**src/rtl/atsk_pkg.sv**
```systemverilog
`default_nettype none
package atsk_pkg;

  typedef enum logic [2:0] {
    K_WCHAR = 3'd0,
    K_WEND  = 3'd1,
    K_SCHAR = 3'd2,
    K_SEND  = 3'd3,
    K_NUM   = 3'd4,
    K_PUNCT = 3'd5,
    K_EOL   = 3'd6
  } kind_t;

  typedef struct packed {
    kind_t       kind;
    logic [7:0]  code;
    logic [31:0] value;
    logic        err;
    logic        last;
  } result_t;

  typedef struct packed {
    result_t first;
    logic    two;
    result_t second;
  } entry_t;

  localparam int QUEUE_DEPTH = 4;
  localparam int QPTR_W      = $clog2(QUEUE_DEPTH);

endpackage
`default_nettype wire

```
**src/rtl/assembler_source_tokenizer.sv**
```systemverilog
`default_nettype none
// Channel | Handshake            | Payload
// input   | in_valid, in_ready   | char_byte
// output  | out_valid, out_ready | token_kind, char_code, number_value, error_flag, last_of_run
//
// One byte is taken per cycle while the entry queue has room; the lexer state
// updates in that cycle. A byte that closes one token and opens another may yield
// two results, which the output stage sends one after the other. Results leave
// from a registered output stage that loads from the head of the queue.
// Reset clears the lexer state, the queue and the output stage.
// A stalled output fills the queue, then drops in_ready.
module assembler_source_tokenizer #(
  parameter int NUMBER_WIDTH = 32
) (
  input  wire logic        clk,
  input  wire logic        rst,
  input  wire logic        in_valid,
  output logic             in_ready,
  input  wire logic [7:0]  char_byte,
  output logic             out_valid,
  input  wire logic        out_ready,
  output logic [2:0]       token_kind,
  output logic [7:0]       char_code,
  output logic [31:0]      number_value,
  output logic             error_flag,
  output logic             last_of_run
);
  import atsk_pkg::*;

  entry_t  push_entry, head;
  logic    push, full, pop, head_valid;
  result_t result;

  assign in_ready = !full;

  atsk_front #(.NUMBER_WIDTH(NUMBER_WIDTH)) u_front (
    .clk       (clk),
    .rst       (rst),
    .char_byte (char_byte),
    .accept    (in_valid && in_ready),
    .entry     (push_entry),
    .push      (push)
  );

  atsk_queue u_queue (
    .clk        (clk),
    .rst        (rst),
    .push       (push),
    .push_entry (push_entry),
    .full       (full),
    .pop        (pop),
    .head       (head),
    .head_valid (head_valid)
  );

  atsk_back u_back (
    .clk        (clk),
    .rst        (rst),
    .head       (head),
    .head_valid (head_valid),
    .pop        (pop),
    .out_valid  (out_valid),
    .out_ready  (out_ready),
    .result     (result)
  );

  assign token_kind   = result.kind;
  assign char_code    = result.code;
  assign number_value = result.value;
  assign error_flag   = result.err;
  assign last_of_run  = result.last;

endmodule
`default_nettype wire

```
**src/rtl/atsk_front.sv**
```systemverilog
`default_nettype none
module atsk_front #(
  parameter int NUMBER_WIDTH = 32
) (
  input  wire logic            clk,
  input  wire logic            rst,
  input  wire logic [7:0]      char_byte,
  input  wire logic            accept,
  output atsk_pkg::entry_t     entry,
  output logic                 push
);
  import atsk_pkg::*;

  typedef enum logic [3:0] {
    M_IDLE   = 4'd0,
    M_WORD   = 4'd1,
    M_DEC    = 4'd2,
    M_HEXPRE = 4'd3,
    M_HEX    = 4'd4,
    M_BINPRE = 4'd5,
    M_BIN    = 4'd6,
    M_STR    = 4'd7,
    M_STRQ   = 4'd8
  } mode_t;

  localparam logic [7:0] CH_SPACE  = 8'h20;
  localparam logic [7:0] CH_TAB    = 8'h09;
  localparam logic [7:0] CH_CR     = 8'h0d;
  localparam logic [7:0] CH_DQUOTE = 8'h22;
  localparam logic [7:0] CH_SQUOTE = 8'h27;
  localparam logic [7:0] CH_DOLLAR = 8'h24;
  localparam logic [7:0] CH_PCT    = 8'h25;
  localparam logic [7:0] CH_ZERO   = 8'h30;
  localparam logic [7:0] CH_ONE    = 8'h31;
  localparam logic [7:0] CH_NINE   = 8'h39;
  localparam logic [7:0] CH_UA     = 8'h41;
  localparam logic [7:0] CH_UZ     = 8'h5a;
  localparam logic [7:0] CH_LA     = 8'h61;
  localparam logic [7:0] CH_LZ     = 8'h7a;
  localparam logic [7:0] CH_US     = 8'h5f;
  localparam logic [7:0] HEX_UOFS  = 8'h37;
  localparam logic [7:0] HEX_LOFS  = 8'h57;

  mode_t                   mode, mode_next;
  logic [NUMBER_WIDTH-1:0] acc, acc_next;
  logic                    quote, quote_next;

  logic                    is_alpha, is_digit, is_word, is_space, is_eol, is_bin;
  logic [7:0]              qchar, hv8;
  logic [NUMBER_WIDTH-1:0] dig_ext, hex_ext, acc_dec, acc_hex, acc_bin;
  logic [NUMBER_WIDTH+31:0] acc_wide;
  logic [31:0]             acc_low;

  mode_t                   st_mode;
  logic                    st_emit, st_load, st_quote;
  logic [NUMBER_WIDTH-1:0] st_acc;
  result_t                 st_res, pre_res;
  logic                    pre_emit, restart;

  always_comb begin
    is_alpha = (char_byte >= CH_LA && char_byte <= CH_LZ) ||
               (char_byte >= CH_UA && char_byte <= CH_UZ);
    is_digit = char_byte >= CH_ZERO && char_byte <= CH_NINE;
    is_word  = is_alpha || is_digit || char_byte == CH_US;
    is_space = (char_byte >= CH_TAB && char_byte <= CH_CR) || char_byte == CH_SPACE;
    is_eol   = char_byte == 8'd0 || char_byte[7];
    is_bin   = char_byte == CH_ZERO || char_byte == CH_ONE;
    qchar    = quote ? CH_SQUOTE : CH_DQUOTE;
    if (is_digit) begin
      hv8 = char_byte - CH_ZERO;
    end else if (char_byte >= CH_LA) begin
      hv8 = char_byte - HEX_LOFS;
    end else begin
      hv8 = char_byte - HEX_UOFS;
    end
    dig_ext  = {{(NUMBER_WIDTH-4){1'b0}}, char_byte[3:0]};
    hex_ext  = {{(NUMBER_WIDTH-6){1'b0}}, hv8[5:0]};
    acc_dec  = (acc << 3) + (acc << 1) + dig_ext;
    acc_hex  = (acc << 4) + hex_ext;
    acc_bin  = (acc << 1) + {{(NUMBER_WIDTH-1){1'b0}}, char_byte[0]};
    acc_wide = {32'd0, acc};
    acc_low  = acc_wide[31:0];
  end

  always_comb begin
    st_mode  = M_IDLE;
    st_emit  = 1'b0;
    st_load  = 1'b0;
    st_acc   = '0;
    st_quote = quote;
    st_res   = '0;
    if (is_eol) begin
      st_emit     = 1'b1;
      st_res.kind = K_EOL;
    end else if (is_space) begin
      st_mode = M_IDLE;
    end else if (is_alpha || char_byte == CH_US) begin
      st_mode     = M_WORD;
      st_emit     = 1'b1;
      st_res.kind = K_WCHAR;
      st_res.code = char_byte;
    end else if (is_digit) begin
      st_mode = M_DEC;
      st_load = 1'b1;
      st_acc  = dig_ext;
    end else if (char_byte == CH_DOLLAR) begin
      st_mode = M_HEXPRE;
      st_load = 1'b1;
    end else if (char_byte == CH_PCT) begin
      st_mode = M_BINPRE;
      st_load = 1'b1;
    end else if (char_byte == CH_DQUOTE || char_byte == CH_SQUOTE) begin
      st_mode  = M_STR;
      st_quote = char_byte == CH_SQUOTE;
    end else begin
      st_emit     = 1'b1;
      st_res.kind = K_PUNCT;
      st_res.code = char_byte;
    end
  end

  always_comb begin
    pre_emit   = 1'b0;
    pre_res    = '0;
    restart    = 1'b0;
    mode_next  = mode;
    acc_next   = acc;
    quote_next = quote;
    unique case (mode)
      M_WORD: begin
        pre_emit = 1'b1;
        if (is_word) begin
          pre_res.kind = K_WCHAR;
          pre_res.code = char_byte;
        end else begin
          pre_res.kind = K_WEND;
          restart      = 1'b1;
        end
      end
      M_DEC: begin
        if (is_digit) begin
          acc_next = acc_dec;
        end else begin
          pre_emit      = 1'b1;
          pre_res.kind  = K_NUM;
          pre_res.value = acc_low;
          restart       = 1'b1;
        end
      end
      M_HEXPRE, M_HEX: begin
        if (is_alpha || is_digit) begin
          acc_next  = acc_hex;
          mode_next = M_HEX;
        end else begin
          pre_emit      = 1'b1;
          pre_res.kind  = K_NUM;
          pre_res.value = acc_low;
          pre_res.err   = mode == M_HEXPRE;
          restart       = 1'b1;
        end
      end
      M_BINPRE, M_BIN: begin
        if (is_bin) begin
          acc_next  = acc_bin;
          mode_next = M_BIN;
        end else begin
          pre_emit      = 1'b1;
          pre_res.kind  = K_NUM;
          pre_res.value = acc_low;
          pre_res.err   = mode == M_BINPRE;
          restart       = 1'b1;
        end
      end
      M_STR: begin
        if (is_eol) begin
          pre_emit     = 1'b1;
          pre_res.kind = K_SEND;
          pre_res.err  = 1'b1;
          restart      = 1'b1;
        end else if (char_byte == qchar) begin
          mode_next = M_STRQ;
        end else begin
          pre_emit     = 1'b1;
          pre_res.kind = K_SCHAR;
          pre_res.code = char_byte;
        end
      end
      M_STRQ: begin
        pre_emit = 1'b1;
        if (char_byte == qchar) begin
          pre_res.kind = K_SCHAR;
          pre_res.code = char_byte;
          mode_next    = M_STR;
        end else begin
          pre_res.kind = K_SEND;
          restart      = 1'b1;
        end
      end
      M_IDLE: restart = 1'b1;
      default: restart = 1'b1;
    endcase
    if (restart) begin
      mode_next  = st_mode;
      quote_next = st_quote;
      if (st_load) begin
        acc_next = st_acc;
      end
    end
  end

  always_comb begin
    entry = '0;
    if (pre_emit) begin
      entry.first  = pre_res;
      entry.two    = restart && st_emit;
      entry.second = st_res;
    end else begin
      entry.first = st_res;
    end
    entry.first.last  = !entry.two;
    entry.second.last = 1'b1;
    push = accept && (pre_emit || (restart && st_emit));
  end

  always_ff @(posedge clk) begin
    if (rst) begin
      mode  <= M_IDLE;
      acc   <= '0;
      quote <= 1'b0;
    end else if (accept) begin
      mode  <= mode_next;
      acc   <= acc_next;
      quote <= quote_next;
    end
  end

  assert property (@(posedge clk) disable iff (rst)
    push && entry.two |-> restart && pre_emit)
    else $error("second result without a closed token");
  assert property (@(posedge clk) disable iff (rst)
    accept && mode == M_STRQ && char_byte != qchar |=> mode != M_STRQ)
    else $error("closed string did not leave string mode");

endmodule
`default_nettype wire

```
**src/rtl/atsk_queue.sv**
```systemverilog
`default_nettype none
module atsk_queue (
  input  wire logic              clk,
  input  wire logic              rst,
  input  wire logic              push,
  input  wire atsk_pkg::entry_t  push_entry,
  output logic                   full,
  input  wire logic              pop,
  output atsk_pkg::entry_t       head,
  output logic                   head_valid
);
  import atsk_pkg::*;

  entry_t              slots [QUEUE_DEPTH];
  logic [QPTR_W-1:0]   wr_ptr, rd_ptr;
  logic [QPTR_W:0]     count;

  assign full       = count == (QPTR_W+1)'(QUEUE_DEPTH);
  assign head_valid = count != '0;
  assign head       = slots[rd_ptr];

  always_ff @(posedge clk) begin
    if (push) begin
      slots[wr_ptr] <= push_entry;
    end
  end

  always_ff @(posedge clk) begin
    if (rst) begin
      wr_ptr <= '0;
      rd_ptr <= '0;
      count  <= '0;
    end else begin
      if (push) begin
        wr_ptr <= wr_ptr + 1'b1;
      end
      if (pop) begin
        rd_ptr <= rd_ptr + 1'b1;
      end
      if (push && !pop) begin
        count <= count + 1'b1;
      end else if (pop && !push) begin
        count <= count - 1'b1;
      end
    end
  end

  assert property (@(posedge clk) disable iff (rst) !(push && full))
    else $error("push into full queue");
  assert property (@(posedge clk) disable iff (rst) !(pop && !head_valid))
    else $error("pop from empty queue");

endmodule
`default_nettype wire

```
**src/rtl/atsk_back.sv**
```systemverilog
`default_nettype none
module atsk_back (
  input  wire logic              clk,
  input  wire logic              rst,
  input  wire atsk_pkg::entry_t  head,
  input  wire logic              head_valid,
  output logic                   pop,
  output logic                   out_valid,
  input  wire logic              out_ready,
  output atsk_pkg::result_t      result
);
  import atsk_pkg::*;

  logic phase;
  logic load;

  assign load = !out_valid || out_ready;
  assign pop  = load && head_valid && (phase || !head.two);

  always_ff @(posedge clk) begin
    if (rst) begin
      out_valid <= 1'b0;
      phase     <= 1'b0;
    end else if (load) begin
      out_valid <= head_valid;
      if (head_valid) begin
        result <= phase ? head.second : head.first;
        phase  <= !phase && head.two;
      end
    end
  end

  assert property (@(posedge clk) disable iff (rst)
    out_valid && out_ready && !result.last |=> out_valid)
    else $error("second result of a byte missing");
  assert property (@(posedge clk) disable iff (rst)
    phase |-> head_valid)
    else $error("split entry left the queue early");

endmodule
`default_nettype wire
```
**config.mk**
```make
export PLATFORM = sky130hd
export DESIGN_NAME = assembler_source_tokenizer
export DESIGN_NICKNAME = d
export VERILOG_FILES = /design/src/rtl/atsk_pkg.sv /design/src/rtl/assembler_source_tokenizer.sv /design/src/rtl/atsk_front.sv /design/src/rtl/atsk_queue.sv /design/src/rtl/atsk_back.sv
export SDC_FILE = /design/constraint.sdc
export NUM_CORES = 1
export LEC_CHECK = 0
export BUFFER_PORTS_ARGS = -buffer_cell sky130_fd_sc_hd__buf_2
export CORE_ASPECT_RATIO = 1.75
export CORE_UTILIZATION = 50
export CTS_CLUSTER_SIZE = 40
export DETAILED_ROUTE_END_ITERATION = 8
export GPL_TIMING_DRIVEN = 0
export MAX_ROUTING_LAYER = met4
export PLACE_DENSITY = 0.75
export SLEW_MARGIN = 20
export SYNTH_ARGS = -nofsm -noshare
export SYNTH_HDL_FRONTEND = slang
export SYNTH_SLANG_ARGS = --single-unit
```
**constraint.sdc**
```tcl
create_clock -name clk -period 7.9 [get_ports clk]
set_input_delay 1.185 -clock clk [delete_from_list [all_inputs] [get_ports clk]]
set_output_delay 1.185 -clock clk [all_outputs]
set_load 0.05 [all_outputs]
```
### After elaboration in Yosys (flattened, before gate mapping)

Memories as Yosys holds them, arrays and structs flattened. A register that Yosys moved wholly into a read port is not among the register bits.
Cells that the tools add are included.

| storage, ports and cells | value |
|---|---|
| flip-flop bits (word level) | 91 |
| latch bits | 0 |
| bits in writable memories | 360 |
| ROM bits | 0 |
| input bits | 12 |
| word-level logic and storage cells | 187 |
| memories | 1 |

Memory list:

| name | depth | bits a word | rd ports | clocked after Yosys merged registers in | write ports | line | source |
|---|---|---|---|---|---|---|---|
| u_queue.slots | 4 | 90 | 1 | 1 | 1 | atsk_queue.sv:14 | `entry_t slots [QUEUE_DEPTH];` |

| cells by class | value |
|---|---|
| $add $sub $neg | 11 |
| multiply operators | 0 |
| div/mod/pow operators | 0 |
| order comparisons | 8 |
| equality and inequality tests | 23 |
| shifts and indexed selects | 0 |
| multiplexer cells | 83 |
| bitwise logic cells | 7 |
| reduce and logical (&&, ||, !) cells | 41 |

Operators with widths:

| cell | number |
|---|---|
| 2-to-1 mux 32 bit | 9 |
| one-hot mux 32 bit (3 select lines) | 2 |
| 2-to-1 mux 45 bit | 2 |
| 2-to-1 mux 11 bit | 6 |
| 2-to-1 mux 33 bit | 2 |
| == test 8 x 6 -> 1 bit (second input constant) | 7 |
| 2-to-1 mux 4 bit | 13 |
| 2-to-1 mux 46 bit | 1 |
| adder 32 x 1 -> 32 bit | 1 |
| adder 32 bit | 1 |
| adder 32 x 4 -> 32 bit | 1 |
| adder 32 x 6 -> 32 bit | 1 |
| 2-to-1 mux 8 bit | 4 |
| 2-to-1 mux 3 bit | 9 |
| 2-to-1 mux 1 bit | 24 |
| one-hot mux 8 bit (3 select lines) | 1 |
| one-hot mux 3 bit (6 select lines) | 1 |
| == test 4 x 3 -> 1 bit (second input constant) | 4 |
| >= comparator 8 x 7 -> 1 bit (second input constant) | 2 |
| <= comparator 8 x 7 -> 1 bit (second input constant) | 2 |
| one-hot mux 4 bit (4 select lines) | 1 |
| logical AND 1 bit | 12 |
| 2-to-1 mux 6 bit | 2 |
| inequality test 3 x 1 -> 1 bit (second input constant) | 4 |
| other kinds (33) | 61 |

### Longest topological paths before layout

Gate-level depths: netlist of run 1.

| logic depth | value |
|---|---|
| depth after elaboration | 16 |
| gate-level depth with buffers | 20 |
| gate-level depth less buffers | 18 |

### Cells and area by module

Synthesis of run 1 repeated with hierarchy kept, for this count alone.

| second synthesis, totals | value |
|---|---|
| cell total of the unflattened synthesis | 1,489 |
| area total of the unflattened synthesis | 21,993.6 um2 |

By module, submodules not included:

| module | times used | cells an instance | area each (um2) |
|---|---|---|---|
| atsk_queue | 1 | 519 | 13,650.6 |
| atsk_front | 1 | 861 | 6,143.4 |
| atsk_back | 1 | 107 | 2,189.6 |
| assembler_source_tokenizer | 1 | 2 | 10.0 |

### Least setup slack after synthesis of run 1

No wires, ideal clock.

| timing | value |
|---|---|
| path type | input -> register |
| start | in char_byte[1] |
| end | mem u_queue.slots[0][33] in the netlist's numbering, enable pin |
| setup time | 421 ps |
| arrival time | 4,875 ps |
| required time | 7,479 ps |
| slack | 2,604 ps |
| stages | 11 |
| cells stage by stage | clkbuf_1 -> inv_1 -> ha_1 -> or4b_1 -> and2_1 -> o221ai_2 -> nand3_2 -> o2111ai_4 -> o21ai_2 -> a21oi_4 -> and2_1 |

| between the ends | value |
|---|---|
| cells in the longest elaborated chain, start to end | 14 |
| elaborated cells on any way between the ends | 51 |
| classes of those cells | order compare (8); eq/ne (9); mux (18); reduce/logical (16) |

RTL lines:

| element | line | source |
|---|---|---|
| from (decl) | assembler_source_tokenizer.sv:19 | `input wire logic [7:0] char_byte,` |
| branches (longest 10 deep; another with >= comparator 8 x 7 -> 1 bit) | -- |  |
| logical OR 1 bit * | atsk_front.sv:222 | `push = accept && (pre_emit \|\| (restart && st_emit));` |
| logical AND 1 bit * | atsk_front.sv:222 |  |
| via push | assembler_source_tokenizer.sv:31 | `logic push, full, pop, head_valid;` |
| 2-to-1 mux 1 bit * | atsk_queue.sv:23 | `if (push) begin` |
| 2-to-1 mux 1 bit (not written as such) * | atsk_queue.sv:24 | `slots[wr_ptr] <= push_entry;` |
| to (decl) | atsk_queue.sv:14 |  |

Mark *: on every way through the listed nets, which the timed path passes.

### Final worst setup path of run 1

| timing | value |
|---|---|
| start | in char_byte[1] |
| end | reg u_front.acc[26] |

| between the ends | value |
|---|---|
| cells in the longest elaborated chain, start to end | 9 |
| elaborated cells on any way between the ends | 55 |
| classes of those cells | add/sub (5); order compare (8); eq/ne (7); mux (23); reduce/logical (12) |

RTL lines:

| element | line | source |
|---|---|---|
| branches (longest 8 deep; another with adder 32 x 6 -> 32 bit) | -- |  |
| 2-to-1 mux 32 bit * | atsk_front.sv:202 | `if (restart) begin` |
| to (signal assigned) | atsk_front.sv:232 | `acc <= acc_next;` |
| to (decl) | atsk_front.sv:45 | `logic [NUMBER_WIDTH-1:0] acc, acc_next;` |

Mark *: on every way between the ends.
A chain may end at the register's enable or synchronous reset.

==> results of run 1 <==
Yosys cell counts (4+ instances only):
| cell | count |
|---|---|
| nand2b_1 | 12 |
| clkbuf_1 | 40 |
| o21bai_1 | 5 |
| dfxtp_1 | 48 |
| and3_1 | 13 |
| a21o_1 | 14 |
| nor2_1 | 94 |
| a221oi_1 | 9 |
| nor2b_1 | 10 |
| or3_1 | 4 |
| a22o_1 | 5 |
| nand3_1 | 21 |
| a222oi_1 | 6 |
| xnor2_1 | 36 |
| a221o_1 | 4 |
| edfxtp_1 | 273 |
| buf_2 | 10 |
| ha_1 | 75 |
| o21a_1 | 6 |
| o2111ai_1 | 4 |
| and4_1 | 5 |
| o211ai_1 | 7 |
| a311oi_1 | 4 |
| mux2i_1 | 8 |
| a2bb2oi_1 | 4 |
| a211oi_1 | 13 |
| nand2_1 | 98 |
| inv_1 | 25 |
| a32oi_1 | 4 |
| nand4_1 | 8 |
| mux4_2 | 57 |
| and2_1 | 77 |
| fa_1 | 4 |
| a22oi_1 | 10 |
| a21oi_1 | 65 |
| nor3_1 | 26 |
| a31oi_1 | 11 |
| buf_1 | 11 |
| xor2_1 | 24 |
| nor4_1 | 4 |
| o21ai_0 | 48 |
| or2_2 | 5 |
worst register-to-register path, stage by stage (launching register included):
cell and delay, ns:
dfxtp_1 0.45, fa_1 0.59, inv_1 0.06, fa_1 0.45
nor2b_1 0.20, o2111ai_1 0.20, a31oi_1 0.46, a41o_1 0.47
nand4_1 0.19, a21oi_1 0.27, mux2i_1 0.41, o21ai_0 0.13
a32o_1 0.27
metal layers:
layer / wire length, um / up-vias / part of all wire, % / global-route usage [%]
met5: 0 / - / 0 / -
met3: 1420 / 151 / 3.6 / 2.20
li1: - / 4973 / - / -
met2: 21300 / 382 / 53 / 45.8
met4: 2530 / 0 / 6.3 / 16.6
met1: 14600 / 5416 / 37 / 27.3
path summary, 6_finish.rpt:
check,from,end,slack (ns),depth (start not counted)
setup / recovery,char_byte[1],u_front.acc[26],2.25,21
hold reg to reg,u_back.out_valid,u_back.out_valid,0.52,2
setup reg to reg,u_front.acc[0],u_front.acc[30],3.64,12
hold / removal,u_back.out_valid,u_back.out_valid,0.52,2
kinds of logic after synthesis:
logic type                 count (synthesis)
and+or+nand+nor                          393
DFF                                      321
AOI/OAI and AO/OA                        249
buffers and inverters                     87
adders and majority gates                 79
muxes                                     65
xor gates and xnor gates                  60
other                                      1
report_power, final:
part	internal (W)	total [W]	switching, W
Combinational	0.000863	0.00240	0.00154
Clock	0.000757	0.00135	0.000596
Sequential	0.00240	0.00255	0.000153
sequential cells by signal (all words and copies together) (netlist names), named ones only:
register          cells
u_queue.slots       228
u_queue.count         3
u_back.result        45
u_front.acc          32
u_front.mode          4
u_queue.wr_ptr        2
u_back.out_valid      1
u_queue.rd_ptr        2
u_back.phase          1
u_front.quote         1
area by class of cell:
cell class,instances,share of cell area [%]
well taps,396,2.77
inverters,26,0.545
repair buffers,61,2.29
plain buffers,61,1.35
multi-input cells,854,37.0
flip-flops and latches,321,51.1
clock buffers,31,3.86
clock inverters,16,1.01
stage by stage:
| step | util, % | setup slack, ns |
|---|---|---|
| after detailed placement | 54.0 | 1.82 |
| after global placement | 53.6 | 0.719 |
| after CTS | 56.8 | 2.36 |
| final | 56.8 | 2.25 |
| after global routing | 56.8 | 1.92 |
| after floorplan | - | 2.60 |
==> results.json, run 1 <==
{
  "dp_cells": 1719,
  "whs_ns": 0.523,
  "post-route-drc-count": 0,
  "grt_pass1_vias": 11300,
  "drt-total-wl_um": 39900,
  "area_growth_syn_to_layout_pct": 11.4,
  "dominantRegCellSynth": "edfxtp_1",
  "drt_pass1_iterations": 7,
  "grt_usage_pct": 25.9,
  "vdd.ir_drop.worst_uv": 277,
  "rsz0062_at_grt": "no",
  "tns_ns": 0,
  "cp_slowest_cell": "or3_1",
  "grt_pass1_wl_um": 61900,
  "hold_violations": 0,
  "drv_cap": 0,
  "yosysSeqAreaShare_pct": 56.9,
  "synth_fa_ha_area_share_pct": 6.33,
  "max_stage_delay_ns": 0.52,
  "crit_fanout": 10,
  "regArea_sq_um": 9160,
  "post_cts_resized": 0,
  "power_density_nw_per_um2": 352,
  "status": "complete, no violations",
  "cts_inserted_buffers": 26,
  "fin_area_sq_um": 17900,
  "critPathBufInv": 5,
  "setup_viol": 0,
  "drt-initial-drc-count": 973,
  "crit_type": "in2reg",
  "clockBufferDepth": 3,
  "synth_edf_count": 273,
  "fin_crit_ns": 5.65,
  "fp.dieArea_sq_um": 32900,
  "holdCritPathClass": "reg2reg",
  "synth-simple-area-share_pct": 12.3,
  "synth_top_family_by_area": "simple AND/OR/NAND/NOR gates",
  "power.leakage_nw": 6.59,
  "placed_area_sq_um": 17000,
  "post-cts-setup-buffers": 0,
  "dieHeight_um": 239,
  "synth_mux_area_share_pct": 8.48,
  "critPathLaunchType": "input pin",
  "io_pins": 59,
  "yosysTopAreaCellShare_pct": 51.0,
  "overflow": 0,
  "dp_hpwl_um": 28200,
  "ys_async_sr_fraction_pct": 0,
  "fin_crit_sh_pct": 71.5,
  "grt_max_degree": 43,
  "finalPower_w": 0.00631,
  "multi_input_area_sq_um": 6630,
  "num_antenna_cells": 0,
  "drtAntennaViolNets": 0,
  "initial_core_util_pct": 51.0,
  "num_vias": 10900,
  "fillers": 2528,
  "synth_xor_area_share_pct": 3.27,
  "grt_antenna_before_repair": 0,
  "worstMarginPinSlew_ns": 1.15,
  "synthesis.area_sq_um": 16100,
  "final_layout_size_suffix_gt1_share_pct": 13.9,
  "io_buffer_count": 56,
  "syn_area_per_cell_sq_um": 12.8,
  "crit_family": "simple AND/OR/NAND/NOR gates",
  "fin_skew_ns": 0.0157,
  "slew_headroom_pct": 23.1,
  "final_common_cell": "edfxtp_1",
  "cts_root_buf": "clkbuf_16",
  "fin_cells": 1766,
  "synth_area_leaders": "edfxtp_1 (51%), mux4_2 (8.0%), dfxtp_1 (6.0%)",
  "synth.largest_area_cell": "edfxtp_1",
  "final_max_slew_viol_count": 0,
  "insertion_delay_ns": 0.55,
  "critPathCaptureType": "flip-flop",
  "path_cells": "buf_2, clkbuf_1, inv_1, ha_1, o21bai_1, a311oi_1, nand2_1, buf_2, nand3b_1, xnor2_1, ha_1, inv_1, fa_1, or3_1, nor4bb_1, xnor2_1, o21ai_1, a21oi_1, o21ai_0, a31oi_1, nor3_1",
  "place_congestion": 0.944,
  "fmax_mhz": 177,
  "worstPathRequired_ns": 8.37,
  "vias_per_cell": 6.18,
  "fp.coreArea_sq_um": 31500,
  "wl_per_cell_um": 22.6,
  "ctsHtreeMaxLevel": 1,
  "most-common-layout-cells": "edfxtp_1 (273), nand2_1 (98), nor2_1 (93), ha_1 (75), and2_1 (73)",
  "nets": 1442,
  "die_w_um": 138,
  "arrival_ns": 6.12,
  "row_count": 86,
  "clkTransAtPathRegs_ns": 0.08,
  "syn_inst": 1255,
  "cts_tree": "done",
  "synth.distinct_cells": 74,
  "yosysWarnings": 0,
  "synth_compound_area_share_pct": 10.6,
  "cts_hold_buf": 0,
  "ys_seq_elements": 321,
  "cts_sinks": 321
}
No activity file was read; power rests on OpenSTA's default activity.
==> inputs of run 2 (changes only) <==
PLACE_DENSITY = 0.77   (was 0.75)
clock period = 4.5 ns   (was 7.9 ns; I/O delays follow)
==> run 2 against run 1 <==
- flip-flop and latch count unchanged
- sequential power up 76%
- worst setup slack worse by 2.1 ns
- register-to-register slack worse by 3.3 ns
- critical endpoint is now u_queue.count[2]
- combinational power up 75%
==> results.json, run 2 (synthesis results as in run 1) <==
{
  "cts_tree": "done",
  "dieHeight_um": 239,
  "drt-total-wl_um": 38700,
  "clkTransAtPathRegs_ns": 0.07,
  "critPathCaptureType": "flip-flop",
  "arrival_ns": 4.77,
  "fin_crit_sh_pct": 95.7,
  "fillers": 2511,
  "status": "complete, no violations",
  "cts_inserted_buffers": 27,
  "power_density_nw_per_um2": 611,
  "drtAntennaViolNets": 0,
  "vias_per_cell": 6.09,
  "insertion_delay_ns": 0.57,
  "drv_cap": 0,
  "num_antenna_cells": 0,
  "place_congestion": 0.935,
  "overflow": 0,
  "num_vias": 10800,
  "die_w_um": 138,
  "worstPathRequired_ns": 4.97,
  "worstMarginPinSlew_ns": 0.997,
  "grt_max_degree": 48,
  "largestRegisters": "u_queue.slots x228, u_back.result x45, u_front.acc x32",
  "io_buffer_count": 56,
  "drt_pass1_iterations": 5,
  "dp_hpwl_um": 27600,
  "placed_area_sq_um": 17000,
  "io_pins": 59,
  "grt_antenna_before_repair": 0,
  "post-route-drc-count": 0,
  "fp.coreArea_sq_um": 31500,
  "multi_input_area_sq_um": 6680,
  "fin_area_sq_um": 18000,
  "slew_headroom_pct": 33.2,
  "vdd.ir_drop.worst_uv": 524,
  "drt-initial-drc-count": 798,
  "most-common-layout-cells": "edfxtp_1 (273), nand2_1 (97), nor2_1 (92), and2_1 (73), ha_1 (73)",
  "hold_violations": 0,
  "crit_fanout": 11,
  "clockBufferDepth": 3,
  "final_layout_size_suffix_gt1_share_pct": 15.2,
  "crit_type": "in2reg",
  "power.leakage_nw": 6.59,
  "final_common_cell": "edfxtp_1",
  "dp_cells": 1719,
  "area_growth_syn_to_layout_pct": 11.6,
  "wl_per_cell_um": 21.9,
  "row_count": 86,
  "ctsHtreeMaxLevel": 1,
  "fin_ws_ns": 0.194,
  "pre_cts_ws_ns": -1.04,
  "cts_root_buf": "clkbuf_16",
  "fmax_mhz": 232,
  "grt_pass1_vias": 11000,
  "holdCritPathClass": "in2reg",
  "initial_core_util_pct": 51.0,
  "critPathLaunchType": "input pin",
  "fin_cells": 1770,
  "fin_crit_ns": 4.31,
  "top_register": "u_queue.slots",
  "cts_sinks": 321,
  "grt_pass1_wl_um": 60300,
  "final_max_slew_viol_count": 0,
  "largest_register_ff_count": 228,
  "nets": 1444,
  "fp.dieArea_sq_um": 32900,
  "regArea_sq_um": 9160,
  "grt_usage_pct": 25.1,
  "fin_skew_ns": 0.0294,
  "setup_viol": 0
}
## run 2: changes by cell type in the layout (fill, tap and decap cells not counted), moves of 2 or more
cell	before	now
clkbuf_4	0	2
inv_8	0	2
inv_6	2	4
o21ai_0	48	46
buf_4	0	2
ha_1	75	73
clkinvlp_4	0	4
clkinv_4	0	2
clkbuf_1	44	41
buf_2	66	64
bufinv_16	4	1
o21ai_1	2	4
## run 2: final cells by class
type | count | share of cell area [%]
flip-flops and latches | 321 | 51.0
multi-input cells | 854 | 37.2
plain buffers | 60 | 1.34
well taps | 396 | 2.76
clock inverters | 21 | 0.934
inverters | 26 | 0.564
repair buffers | 63 | 2.38
clock buffers | 29 | 3.80
## run 2: where the power goes
| group | switching, W | leakage (nW) | internal (W) |
|---|---|---|---|
| clock network | 0.00110 | 0.414 | 0.00118 |
| logic | 0.00268 | 3.18 | 0.00152 |
| registers | 0.000261 | 2.99 | 0.00422 |
| total | 0.00405 | 6.59 | 0.00692 |
## run 2: worst paths after layout
kind                          from          endpoint  slack (ns)  cells after the start
setup / recovery      char_byte[1]  u_queue.count[2]        0.19                     16
hold reg to reg   u_back.out_valid  u_back.out_valid        0.50                      2
hold / removal           out_ready  u_back.out_valid        0.42                      3
setup reg to reg    u_front.acc[0]   u_front.acc[30]        0.32                     12
## run 2: per-stage QoR
| stage | setup TNS [ns] | power (W) | hold WS [ns] | util [%] |
|---|---|---|---|---|
| 6_report | 0 | 0.0110 | 0.423 | 56.9 |
| 5_1_grt | -0.0198 | 0.0115 | 0.456 | 56.9 |
| 4_1_cts | 0 | 0.0110 | 0.406 | 56.8 |
| 3_5_place_dp | -75.24 | 0.00871 | 0.489 | 54.0 |
| 3_3_place_gp | -252.43 | 0.00849 | 0.483 | 53.6 |
| 2_1_floorplan | 0 | 0.00752 | 0.476 | - |
## run 2: timing repair
action	4_1_cts	5_1_grt
setup buffers	0	2
pin swaps	0	3
hold buffers	0	0
resized for setup	6	11
setup endpoints to repair	8	9
## run 2: layer usage
metal / global-route usage, % / up-vias / wire (um)
met5: - / - / 0
met4: 14.3 / 0 / 2220
met3: 2.26 / 143 / 1500
met2: 43.5 / 378 / 20500
met1: 27.8 / 5276 / 14500
li1: - / 4977 / -
## run 2: worst max-delay path, cell delays in order
cell and delay, ns:
clkbuf_4 0.20, clkinvlp_4 0.16, ha_2 0.25, or4b_1 0.50, and2_1 0.18, o221ai_2 0.35
nand3_2 0.27, o2111ai_4 0.44, o21ai_2 0.14, a21oi_4 0.27, ha_1 0.23, inv_1 0.07
fa_1 0.38, xor2_1 0.18, or3_1 0.31, a21oi_1 0.15
